$ cat src/rtl/core/acbf_pkg.sv
// ----------------------------------------------------------------------------
// acbf_pkg
// Shared types, constants and helpers of the alignment column unique base
// finder.
// ----------------------------------------------------------------------------
package acbf_pkg;

  localparam int NSeq    = 8;
  localparam int LaneW   = (NSeq > 1) ? $clog2(NSeq) : 1;
  localparam int QDepth  = 4;
  localparam int QPtrW   = $clog2(QDepth);
  localparam int QCntW   = $clog2(QDepth + 1);
  localparam int CfgIdxW = 4;

  localparam logic [7:0] GapByte = 8'h2D;
  localparam int NumAmbig = 11;
  localparam logic [NumAmbig-1:0][7:0] AmbigCodes = {
    8'h59, 8'h52, 8'h57, 8'h53, 8'h4B, 8'h4D, 8'h44, 8'h56, 8'h48, 8'h42, 8'h4E
  };

  // One usable column: unique-base lanes and column minus gaps per lane
  typedef struct packed {
    logic [NSeq-1:0]       uniq;
    logic [NSeq-1:0][31:0] diff;
  } col_entry_t;

  typedef struct packed {
    logic empty;
    logic full;
  } fifo_status_t;

  typedef struct packed {
    logic               valid;
    logic [CfgIdxW-1:0] index;
    logic [31:0]        data;
  } cfg_write_t;

  function automatic logic is_bad(input logic [7:0] b);
    logic bad;
    bad = (b == GapByte);
    for (int t = 0; t < NumAmbig; t++) begin
      if (b == AmbigCodes[t]) bad = 1'b1;
    end
    return bad;
  endfunction

endpackage

$ cat src/rtl/core/acbf_front.sv
// ----------------------------------------------------------------------------
// acbf_front
// Accepts columns, keeps the gap and column counters and classifies each
// column into a queue entry.
// ----------------------------------------------------------------------------
module acbf_front (
  input  logic                   clk,
  input  logic                   rst,
  input  logic                   s_tvalid,
  output logic                   s_tready,
  input  logic [63:0]            s_tdata,   // column_bases
  input  acbf_pkg::fifo_status_t qstat,
  output logic                   push,
  output acbf_pkg::col_entry_t   push_entry
);

  logic [31:0]                 column_count;
  logic [acbf_pkg::NSeq-1:0][31:0] gap_count;
  logic [acbf_pkg::NSeq-1:0][7:0]  b;
  logic                        bad;
  logic                        take;

  assign s_tready = !qstat.full;
  assign take     = s_tvalid && s_tready;

  always_comb begin
    bad = 1'b0;
    for (int k = 0; k < acbf_pkg::NSeq; k++) begin
      b[k] = s_tdata[8*k +: 8];
      if (acbf_pkg::is_bad(b[k])) bad = 1'b1;
    end
    for (int k = 0; k < acbf_pkg::NSeq; k++) begin
      push_entry.uniq[k] = 1'b1;
      for (int m = 0; m < acbf_pkg::NSeq; m++) begin
        if (m != k && b[m] == b[k]) push_entry.uniq[k] = 1'b0;
      end
      push_entry.diff[k] = column_count - gap_count[k];
    end
  end

  assign push = take && !bad && (|push_entry.uniq);

  always_ff @(posedge clk) begin
    if (rst) begin
      column_count <= 32'd1;
      gap_count    <= '0;
    end else if (take) begin
      column_count <= column_count + 32'd1;
      for (int k = 0; k < acbf_pkg::NSeq; k++) begin
        if (b[k] == acbf_pkg::GapByte) gap_count[k] <= gap_count[k] + 32'd1;
      end
    end
  end

endmodule

$ cat src/rtl/core/acbf_fifo.sv
// ----------------------------------------------------------------------------
// acbf_fifo
// Short queue of classified columns between front and back.
// ----------------------------------------------------------------------------
module acbf_fifo (
  input  logic                   clk,
  input  logic                   rst,
  input  logic                   push,
  input  acbf_pkg::col_entry_t   push_entry,
  input  logic                   pop,
  output acbf_pkg::col_entry_t   head,
  output acbf_pkg::fifo_status_t qstat
);

  acbf_pkg::col_entry_t           mem [acbf_pkg::QDepth];
  logic [acbf_pkg::QPtrW-1:0]     wr_ptr;
  logic [acbf_pkg::QPtrW-1:0]     rd_ptr;
  logic [acbf_pkg::QCntW-1:0]     count;
  logic                           do_push;
  logic                           do_pop;

  assign qstat.empty = (count == '0);
  assign qstat.full  = (count == acbf_pkg::QCntW'(acbf_pkg::QDepth));
  assign do_push     = push && !qstat.full;
  assign do_pop      = pop && !qstat.empty;
  assign head        = mem[rd_ptr];

  always_ff @(posedge clk) begin
    if (do_push) mem[wr_ptr] <= push_entry;
  end

  always_ff @(posedge clk) begin
    if (rst) begin
      wr_ptr <= '0;
      rd_ptr <= '0;
      count  <= '0;
    end else begin
      if (do_push) wr_ptr <= wr_ptr + 1'b1;
      if (do_pop)  rd_ptr <= rd_ptr + 1'b1;
      if (do_push && !do_pop)      count <= count + 1'b1;
      else if (do_pop && !do_push) count <= count - 1'b1;
    end
  end

endmodule

$ cat src/rtl/core/acbf_back.sv
// ----------------------------------------------------------------------------
// acbf_back
// Walks the unique lanes of each queued column and emits one result request
// per cycle into the output register unless m_tready stalls it. Holds the start offsets.
// ----------------------------------------------------------------------------
module acbf_back (
  input  logic                   clk,
  input  logic                   rst,
  input  acbf_pkg::cfg_write_t   cfg,
  input  acbf_pkg::col_entry_t   head,
  input  acbf_pkg::fifo_status_t qstat,
  output logic                   pop,
  output logic                   m_tvalid,
  input  logic                   m_tready,
  output logic [71:0]            m_tdata,   // seq_index, contig_coord, master_coord, zero fill
  output logic                   m_tlast    // last_of_column
);

  logic [acbf_pkg::NSeq-1:0][31:0] start_offset;
  logic                        work_valid;
  acbf_pkg::col_entry_t        work;
  logic [acbf_pkg::LaneW-1:0]  sel;
  logic [acbf_pkg::NSeq-1:0]   rest;
  logic                        load_en;
  logic                        emit;
  logic [32:0]                 contig;

  always_ff @(posedge clk) begin
    if (rst) begin
      for (int k = 0; k < acbf_pkg::NSeq; k++) start_offset[k] <= 32'd1;
    end else if (cfg.valid) begin
      for (int k = 0; k < acbf_pkg::NSeq; k++) begin
        if (cfg.index == acbf_pkg::CfgIdxW'(k)) start_offset[k] <= cfg.data;
      end
    end
  end

  always_comb begin
    sel = '0;
    for (int k = acbf_pkg::NSeq - 1; k >= 0; k--) begin
      if (work.uniq[k]) sel = acbf_pkg::LaneW'(k);
    end
    rest      = work.uniq;
    rest[sel] = 1'b0;
  end

  assign load_en = !m_tvalid || m_tready;
  assign emit    = work_valid && load_en;
  assign pop     = !qstat.empty && (!work_valid || (emit && rest == '0));
  // diff + offset - 1, modulo 2^33
  assign contig  = {1'b0, work.diff[sel]} + {1'b0, start_offset[sel]} + {33{1'b1}};

  always_ff @(posedge clk) begin
    if (rst) begin
      work_valid <= 1'b0;
    end else if (pop) begin
      work_valid <= 1'b1;
    end else if (emit) begin
      work_valid <= (rest != '0);
    end
  end

  always_ff @(posedge clk) begin
    if (pop) begin
      work <= head;
    end else if (emit) begin
      work.uniq <= rest;
    end
  end

  always_ff @(posedge clk) begin
    if (rst) begin
      m_tvalid <= 1'b0;
    end else if (load_en) begin
      m_tvalid <= emit;
    end
  end

  always_ff @(posedge clk) begin
    if (emit) begin
      m_tdata <= {4'b0, work.diff[0], contig, 3'(sel)};
      m_tlast <= (rest == '0);
    end
  end

endmodule

$ cat src/rtl/core/alignment_column_unique_base_finder_top.sv
// ----------------------------------------------------------------------------
// alignment_column_unique_base_finder_top
// Finds the bases that occur once in a usable alignment column.
//
// Columns enter on the s_t* channel, one byte per sequence. A column holding
// a gap or an ambiguity code is dropped; the gap and column counters advance
// on every accepted column. For a usable column, one request leaves on the
// m_t* channel for each sequence with a unique base, lowest sequence first,
// m_tlast on the final one of the column.
// The first result of a column passes through the column queue, the work
// register and the output register. Throughput: one column per cycle while
// each column yields at most one result and m_tready does not stall; a column
// with several results holds the result sequencer until each is emitted, and
// the four-entry column queue absorbs bursts before s_tready drops. A stalled
// m_tready holds the output register and backs up through the queue to the input.
// Start offsets are written on the cfg_* channel (index k for sequence k,
// always ready). Reset clears the counters, sets column count and start
// offsets to one and empties the queue and output register.
// ----------------------------------------------------------------------------
module alignment_column_unique_base_finder_top (
  input  logic                         clk,
  input  logic                         rst,
  input  logic                         s_tvalid,
  output logic                         s_tready,
  input  logic [63:0]                  s_tdata,    // column_bases
  output logic                         m_tvalid,
  input  logic                         m_tready,
  output logic [71:0]                  m_tdata,    // seq_index, contig_coord, master_coord
  output logic                         m_tlast,    // last_of_column
  input  logic                         cfg_valid,
  output logic                         cfg_ready,
  input  logic [acbf_pkg::CfgIdxW-1:0] cfg_index,
  input  logic [31:0]                  cfg_data
);

  acbf_pkg::fifo_status_t qstat;
  acbf_pkg::col_entry_t   push_entry;
  acbf_pkg::col_entry_t   head;
  acbf_pkg::cfg_write_t   cfg;
  logic                   push;
  logic                   pop;

  assign cfg_ready = 1'b1;
  assign cfg.valid = cfg_valid;
  assign cfg.index = cfg_index;
  assign cfg.data  = cfg_data;

  acbf_front u_front (
    .clk        (clk),
    .rst        (rst),
    .s_tvalid   (s_tvalid),
    .s_tready   (s_tready),
    .s_tdata    (s_tdata),
    .qstat      (qstat),
    .push       (push),
    .push_entry (push_entry)
  );

  acbf_fifo u_fifo (
    .clk        (clk),
    .rst        (rst),
    .push       (push),
    .push_entry (push_entry),
    .pop        (pop),
    .head       (head),
    .qstat      (qstat)
  );

  acbf_back u_back (
    .clk      (clk),
    .rst      (rst),
    .cfg      (cfg),
    .head     (head),
    .qstat    (qstat),
    .pop      (pop),
    .m_tvalid (m_tvalid),
    .m_tready (m_tready),
    .m_tdata  (m_tdata),
    .m_tlast  (m_tlast)
  );

endmodule
$ cat config.mk
export PLATFORM = sky130hd
export DESIGN_NAME = alignment_column_unique_base_finder_top
export DESIGN_NICKNAME = d
export VERILOG_FILES = /design/src/rtl/core/acbf_pkg.sv /design/src/rtl/core/acbf_front.sv /design/src/rtl/core/acbf_fifo.sv /design/src/rtl/core/acbf_back.sv /design/src/rtl/core/alignment_column_unique_base_finder_top.sv
export SDC_FILE = /design/constraint.sdc
export NUM_CORES = 2
export LEC_CHECK = 0
export BUFFER_PORTS_ARGS = -buffer_cell sky130_fd_sc_hd__buf_2
export CORE_UTILIZATION = 36
export CTS_CLUSTER_DIAMETER = 200
export CTS_CLUSTER_SIZE = 10
export DETAILED_ROUTE_END_ITERATION = 16
export PLACE_DENSITY = 0.55
export SYNTH_ARGS = -nofsm -noshare
export SYNTH_HDL_FRONTEND = slang
export SYNTH_SLANG_ARGS = --single-unit
$ cat constraint.sdc
create_clock -name clk -period 10.4 [get_ports clk]
set_input_delay 1.04 -clock clk [delete_from_list [all_inputs] [get_ports clk]]
set_output_delay 1.04 -clock clk [all_outputs]
set_load 0.05 [all_outputs]
## Word-level counts from Yosys, hierarchy flattened

Memory sizes are Yosys's and may differ from the RTL's. A register that Yosys moved wholly into a read port is not among the register bits.
Cells that the tools add are included.
W data, S select, Z words.

- Add/subtract/negate cells: 23
- Order comparisons: 2
- Eq/ne operators: 160
- Multiplexer cells: 176
- Bitwise logic cells: 2
- Reductions and logical operators: 43

Operators by type and width:

| cell | count |
|---|---|
| $eq A8 B7 Y1 const B | 88 |
| $eq A8 B8 Y1 | 56 |
| $add A32 B1 Y32 const B | 9 |
| $sub A32 B32 Y32 | 8 |
| $bmux W32 S3 | 2 |
| $mux W1 | 157 |
| $eq A8 B6 Y1 const B | 8 |
| $mux W32 | 2 |
| $add A32 B32 Y33 | 1 |
| $add A33 B33 Y33 const B | 1 |
| $reduce_and A2 Y1 | 16 |
| $mux W3 | 10 |
| $eq A4 B3 Y1 const B | 4 |
| $mux W8 | 2 |
| $logic_and A1 B1 Y1 | 11 |
| $and A8 B8 Y8 | 1 |
| $eq A4 B2 Y1 const B | 2 |
| $logic_not A8 Y1 | 1 |
| $not A8 Y8 | 1 |
| $reduce_bool A8 Y1 | 1 |
| $reduce_or A8 Y1 | 1 |
| $logic_not A1 Y1 | 7 |
| $add A2 B1 Y2 const B | 2 |
| $eq A4 B1 Y1 const B | 1 |
| other kinds (11) | 14 |

- Register bits after elaboration: 886
- Bits in writable memories: 1,056
- Input bits: 105
- Output and inout port bits: 76
- Word-level logic and storage cells: 440
- Memories: 1

Memories:

| memory | words | bits a word | read ports | clocked after memory_dff | write ports | RTL line | text |
|---|---|---|---|---|---|---|---|
| u_fifo.mem | 4 | 264 | 1 | 1 | 1 | acbf_fifo.sv:15 | `acbf_pkg::col_entry_t mem [acbf_pkg::QDepth];` |

## Longest topological paths before layout

- Word-level depth: 28
- Mapped depth: 25

## Hierarchy

From an unflattened synthesis, not the netlist that was laid out.

- Cell total of the unflattened synthesis: 7,938
- Area, all modules: 92,846.5 sq um

Modules (own cells, without submodules):

| module | times used | cells an instance | area an instance (sq um) | seq. area each (sq um) |
|---|---|---|---|---|
| acbf_fifo | 1 | 1,427 | 38,847.3 | 31,890.6 |
| acbf_front | 1 | 3,785 | 28,503.6 | 5,765.5 |
| acbf_back | 1 | 2,724 | 25,484.4 | 15,164.5 |
| alignment_column_unique_base_finder_top | 1 | 2 | 11.3 | 0.0 |

## Least setup slack after synthesis

No wires, ideal clock.

- Path type: register to register
- Start: reg u_back.work[256] (netlist name)
- End: reg u_fifo.count[2] (netlist name)
- Setup time: 0.070 ns
- Arrival time: 10.768 ns
- Slack: -0.438 ns
- Stages on the path, launching flop included: 17
- Path buffers: 2
- Clock period less this slack: 10.838 ns
- Cells stage by stage: edfxtp_1 -> clkbuf_1 -> nor4_1 -> o41ai_1 -> nand2b_1 -> a211oi_1 -> o21a_1 -> o221ai_1 -> a21oi_2 -> clkbuf_1 -> inv_1 -> ha_1 -> inv_1 -> fa_1 -> xor2_1 -> or3_1 -> a21oi_1

- Longest elaborated chain between the ends: 15
- Elaborated cells on any way between the ends: 18

RTL lines:

| element | RTL line | text |
|---|---|---|
| start, declared | acbf_back.sv:21 | `acbf_pkg::col_entry_t work;` |
| $mux W3 | acbf_back.sv:41 | `if (work.uniq[k]) sel = acbf_pkg::LaneW'(k);` |
| $lt A3 B4 Y1 (not written as such) or $ge A3 B1 Y1 (tied branches) | acbf_back.sv:44 | `rest[sel] = 1'b0;` |
| $logic_and A1 B1 Y1 (not written as such) | acbf_back.sv:44 |  |
| $mux W1 (not written as such) | acbf_back.sv:44 |  |
| $demux W1 S3 | - |  |
| $not A8 Y8 (no source line) | - |  |
| $and A8 B8 Y8 (no source line) * | - |  |
| $logic_not A8 Y1 * | acbf_back.sv:49 | `assign pop = !qstat.empty && (!work_valid \|\| (emit && rest == '0));` |
| $logic_and A1 B1 Y1 * | acbf_back.sv:49 |  |
| $logic_or A1 B1 Y1 * | acbf_back.sv:49 |  |
| $logic_and A1 B1 Y1 * | acbf_back.sv:49 |  |
| named net pop | alignment_column_unique_base_finder_top.sv:41 | `logic pop;` |
| $logic_and A1 B1 Y1 * | acbf_fifo.sv:25 | `assign do_pop = pop && !qstat.empty;` |
| $logic_not A1 Y1 | acbf_fifo.sv:40 | `if (do_push && !do_pop) count <= count + 1'b1;` |
| $logic_and A1 B1 Y1 | acbf_fifo.sv:40 |  |
| $mux W3 or $reduce_bool A2 Y1 (tied branches) | - |  |
| end signal, assigned | acbf_fifo.sv:40 |  |
| end signal, assigned | acbf_fifo.sv:41 | `else if (do_pop && !do_push) count <= count - 1'b1;` |
| end, declared | acbf_fifo.sv:18 | `logic [acbf_pkg::QCntW-1:0] count;` |

Mark *: on every way through the listed nets, which the timed path passes. The rest lies on a longest branch.
A chain may end at the register's enable or synchronous reset.

## Final worst setup path

- Start: reg u_back.work[262] (netlist name)
- End: reg u_back.m_tdata[33], data pin

- Longest elaborated chain between the ends: 11
- Elaborated cells on any way between the ends: 13

RTL lines:

| element | RTL line | text |
|---|---|---|
| $mux W3 * (7 in a row) | acbf_back.sv:41 |  |
| $bmux W32 S3 | acbf_back.sv:51 | `assign contig = {1'b0, work.diff[sel]} + {1'b0, start_offset[sel]} + {33{1'b1}};` |
| $mux W32 (not written as such) | acbf_back.sv:51 |  |
| $add A32 B32 Y33 * | acbf_back.sv:51 |  |
| $add A33 B33 Y33 * | acbf_back.sv:51 |  |
| named net u_back.contig[30] | acbf_back.sv:26 | `logic [32:0] contig;` |
| end signal, assigned | acbf_back.sv:81 | `m_tdata <= {4'b0, work.diff[0], contig, 3'(sel)};` |
| end, declared | acbf_back.sv:15 | `output logic [71:0] m_tdata,` |

Mark *: on every way through the listed nets, which the timed path passes. The rest lies on a longest branch. The select of a mux whose other input is x is not followed.

==> results.md <==
- Outcome: complete, no violations
- Initial antenna violation count: 17
- Flop2flop setup slack: 3220 ps
- Clock group share of total power: roughly a quarter
- Area share of and/or/nand/nor cells after synthesis: under 10%
- Family of cells with the greatest summed delay on the critical path: compound AO/OA/AOI/OAI gates
- Most frequently used flop master after synthesis: edfxtp_1
- Post-route fraction of the period consumed by the critical path: 69.06%
- Synthesis warning total: 0
- Min Tclk post-route: 7182 ps
- Total routing resource utilization after global routing: 18.41%
- WL final: 238400 microns
- GPL Wtd Cong: 0.8790
- Total iterations of the first detailed-routing run: 9
- Layout overhead on the synthesized area: 11.66%
- Endpoints failing hold: 0
- Vias per cell: around 5.3
- Combinational power share: 33.1%
- Root buffer cell: clkbuf_16
- Setup Buffers After CTS: 0
- Chip Width: ~500 microns
- Synthesized area divided by synthesized cell count: 12.47 sq um
- Required time reported for the critical path endpoint: 10980 ps
- Leak pwr: 34.75 nW
- DRC marker count from the first detailed-route iteration: 4925
- Effective utilization at floorplan: 36.19%
- Net Switching: 0.009052 W
- Cell internal pwr: approximately 0.017 W
- CP bufs+invs: 3
- Fraction of layout cells with a size suffix above 1: roughly 11%
- Setup Skew: 26.74 ps
- Number of buffers added by the clock tree synthesis step: approximately 210
- Xor-xnor portion of the synthesized cell area: 7.324%
- Crit path max fanout: 29
- Post-synthesis compound-gate area fraction: ~8%
- Die Height: approximately 500 microns
- Combined area of all synthesized cells: 90890 sq um
- Number of distinct library cells after synthesis: 84
- Clock transition at the registers of the reported paths: 60 ps
- Die area: 254500 sq um
- CTS hold repair buffers: 0
- Gate Count Post-Synth: roughly 7300
- Total design power: 0.02653 W
- Most common library cell in the layout ignoring fill and taps: edfxtp_1
- Post-cts repair resize count: 0
- Buffers from clock root to sink, at most: 3
- Power per unit of standard cell area: 261.4 nW/um^2
- Port buffer count: between 150 and 200
- Global-route wire length before repair: 359800 microns
- Final layout net count: about 7800
- Grt total ovfl: 0
- Min-delay worst type: flop to flop
- F_max: 139.2 MHz
- Library cell contributing the largest single delay on the critical path: a222oi_1
- Portion of the post-synthesis area used by sequential elements: 58.12%
- Later-pin clock latency in the skew report: between 800 and 900 ps
- Most frequent cells in the layout: 1389 x edfxtp_1, 723 x nand2_1, 673 x xnor2_1
- TritonCTS clock tree: yes
- Endpoint arrival time on the critical path: 7760 ps
- Biggest cell delay along the critical path: a little over 700 ps
- Routed Antenna Nets: 0
- Largest family of logic cells by synthesized area: simple AND/OR/NAND/NOR gates
- Tightest Pin Transition: 1139 ps
- Boundary pin count: 181
- Final-layout fill cell count: 23270
- Wirelength per Cell: 21.80 microns
- Maximum capacitance violations: 0
- Async S/R FF share, synth: 0%
- Sort of element at the start of the critical path: flop
- Post-synthesis share of cell area spent on full adders, half adders and majority gates: 4.694%
- CTS sink count: 1944
- Count of final max-slew check failures: 0
- Rows: 184
- Half-perimeter wire length after placement: about 160000 microns
- Final sum of negative setup slack: 0 ps
- Setup-violating endpoint count in the final report: 0
- Pin count of the biggest net entering global routing: roughly 130
- Via count: 58210
- Slew HR: 24.10%
- Post-synth EDFFs: 1389
- Post-route DRC violation count: 0
- Critical Path End Type: flop
- #FFs+latches synth: 1944
- RSZ-0062 raised after global routing: no
- List of cells traversed by the critical path: nand2b_1 -> a21oi_1 -> o21bai_1 -> a21oi_4 -> buf_4 -> mux4_2 -> a222oi_1 -> inv_1 -> a221oi_1 -> ha_1 -> inv_1 -> ha_1 -> o21ai_0 -> o21ai_0 -> a21oi_1 -> o211ai_1 -> a221oi_1 -> o21a_1 -> o21ai_0 -> a21oi_1 -> o211ai_1 -> xor2_1
- Proportion of synthesized area in mux cells: 8.194%
- Fraction of power spent switching nets: 34.12%
- Floorplan core area: 251200 sq um
- Max H-tree Level: 4
- Power share of the sequential group: between 40 and 50%
- Via count of the first global-routing pass: 58850
- Highest ir drop seen on vdd: 0.0002297 V
- Critical setup path kind: flop to flop
## cell families (layout without fill, tap and decap cells)
| family | count (synthesis) | in the layout |
|---|---|---|
| adder cells (fa/ha/maj) | 335 | 335 |
| other | 2 | 7 |
| AO/OA/AOI/OAI | 1161 | 1161 |
| buffers and inverters | 799 | 1090 |
| XOR/XNOR | 760 | 760 |
| multiplexers | 334 | 334 |
| flip-flops | 1944 | 1944 |
| AND/OR/NAND/NOR | 1954 | 1954 |
## tightest hold or removal path, stage by stage, from the launching register on
cell     delay [ps]
dfxtp_1         300
nand2_1          50
a21oi_1          50
## through the flow
stage | setup slack, ps | instance area, sq um | util (%) | instances | hold WS, ps
finish | 3218 | 101500 | 40.41 | 10930 | 450.0
global route | 2749 | 101500 | 40.40 | 10930 | 469.1
CTS | 3263 | 101500 | 40.40 | 10930 | 434.6
detailed placement | 3286 | 95280 | 37.93 | 10540 | 443.3
global placement | 3337 | 95280 | 37.93 | 10540 | 438.7
floorplan | 656.1 | 90900 | - | 7292 | 421.4
## power groups by stage
stage | registers (W) | clock network [W] | logic, W
after CTS | 0.0109 | 0.00707 | 0.00883
after floorplan | 0.0112 | 0 | 0.00586
after global placement | 0.0110 | 0 | 0.00867
final | 0.0109 | 0.00689 | 0.00878
after global routing | 0.0110 | 0.00737 | 0.00957
after detailed placement | 0.0110 | 0 | 0.00879
## state kept, by name, indices dropped and copies added, names as in the netlist, 2 cells and up, named ones only
name                  flops
u_back.m_tdata           68
u_fifo.wr_ptr             2
u_back.start_offset     256
u_back.work             264
u_front.gap_count       256
u_fifo.rd_ptr             2
u_fifo.mem             1056
u_front.column_count     32
u_fifo.count              3
## worst paths after layout
kind | from | endpoint | cells past startpoint
max | u_back.work[262] | u_back.m_tdata[33] | 22
max reg2reg | u_back.work[262] | u_back.m_tdata[33] | 22
min reg2reg | u_back.start_offset[90] | u_back.start_offset[90] | 2
min | u_back.start_offset[90] | u_back.start_offset[90] | 2
## layer usage
metal,track usage [%],share of wire (%)
met5,0,0.0050
met4,4.827,2.2
met1,25.40,46
met3,2.514,5.0
met2,30.33,47
## layout make-up
| cell class | count | area, sq um | area share (%) |
|---|---|---|---|
| multi-input combinational | 4549 | 35040 | 34.53 |
| tap | 3348 | 4189 | 4.128 |
| sequential | 1944 | 52830 | 52.05 |
| antenna | 2 | 5.005 | 0.004931 |
| clock buffer | 379 | 5974 | 5.887 |
| inverter | 452 | 1698 | 1.673 |
| timing repair buffer | 246 | 1519 | 1.497 |
| clock inverter | 13 | 231.5 | 0.2281 |
## cells in the mapped netlist (all sizes together) (112+ instances only)
library cell,number,share of area [%]
a21oi,502,2.8
buf,112,0.58
clkbuf,235,1.0
dfxtp,555,12
edfxtp,1389,46
ha,325,4.5
inv,452,1.9
mux4,328,8.1
nand2,726,3.0
nand3,138,0.76
nor2,513,2.1
o21ai,134,0.74
xnor2,673,6.5
(Power assumes the default switching activity.)
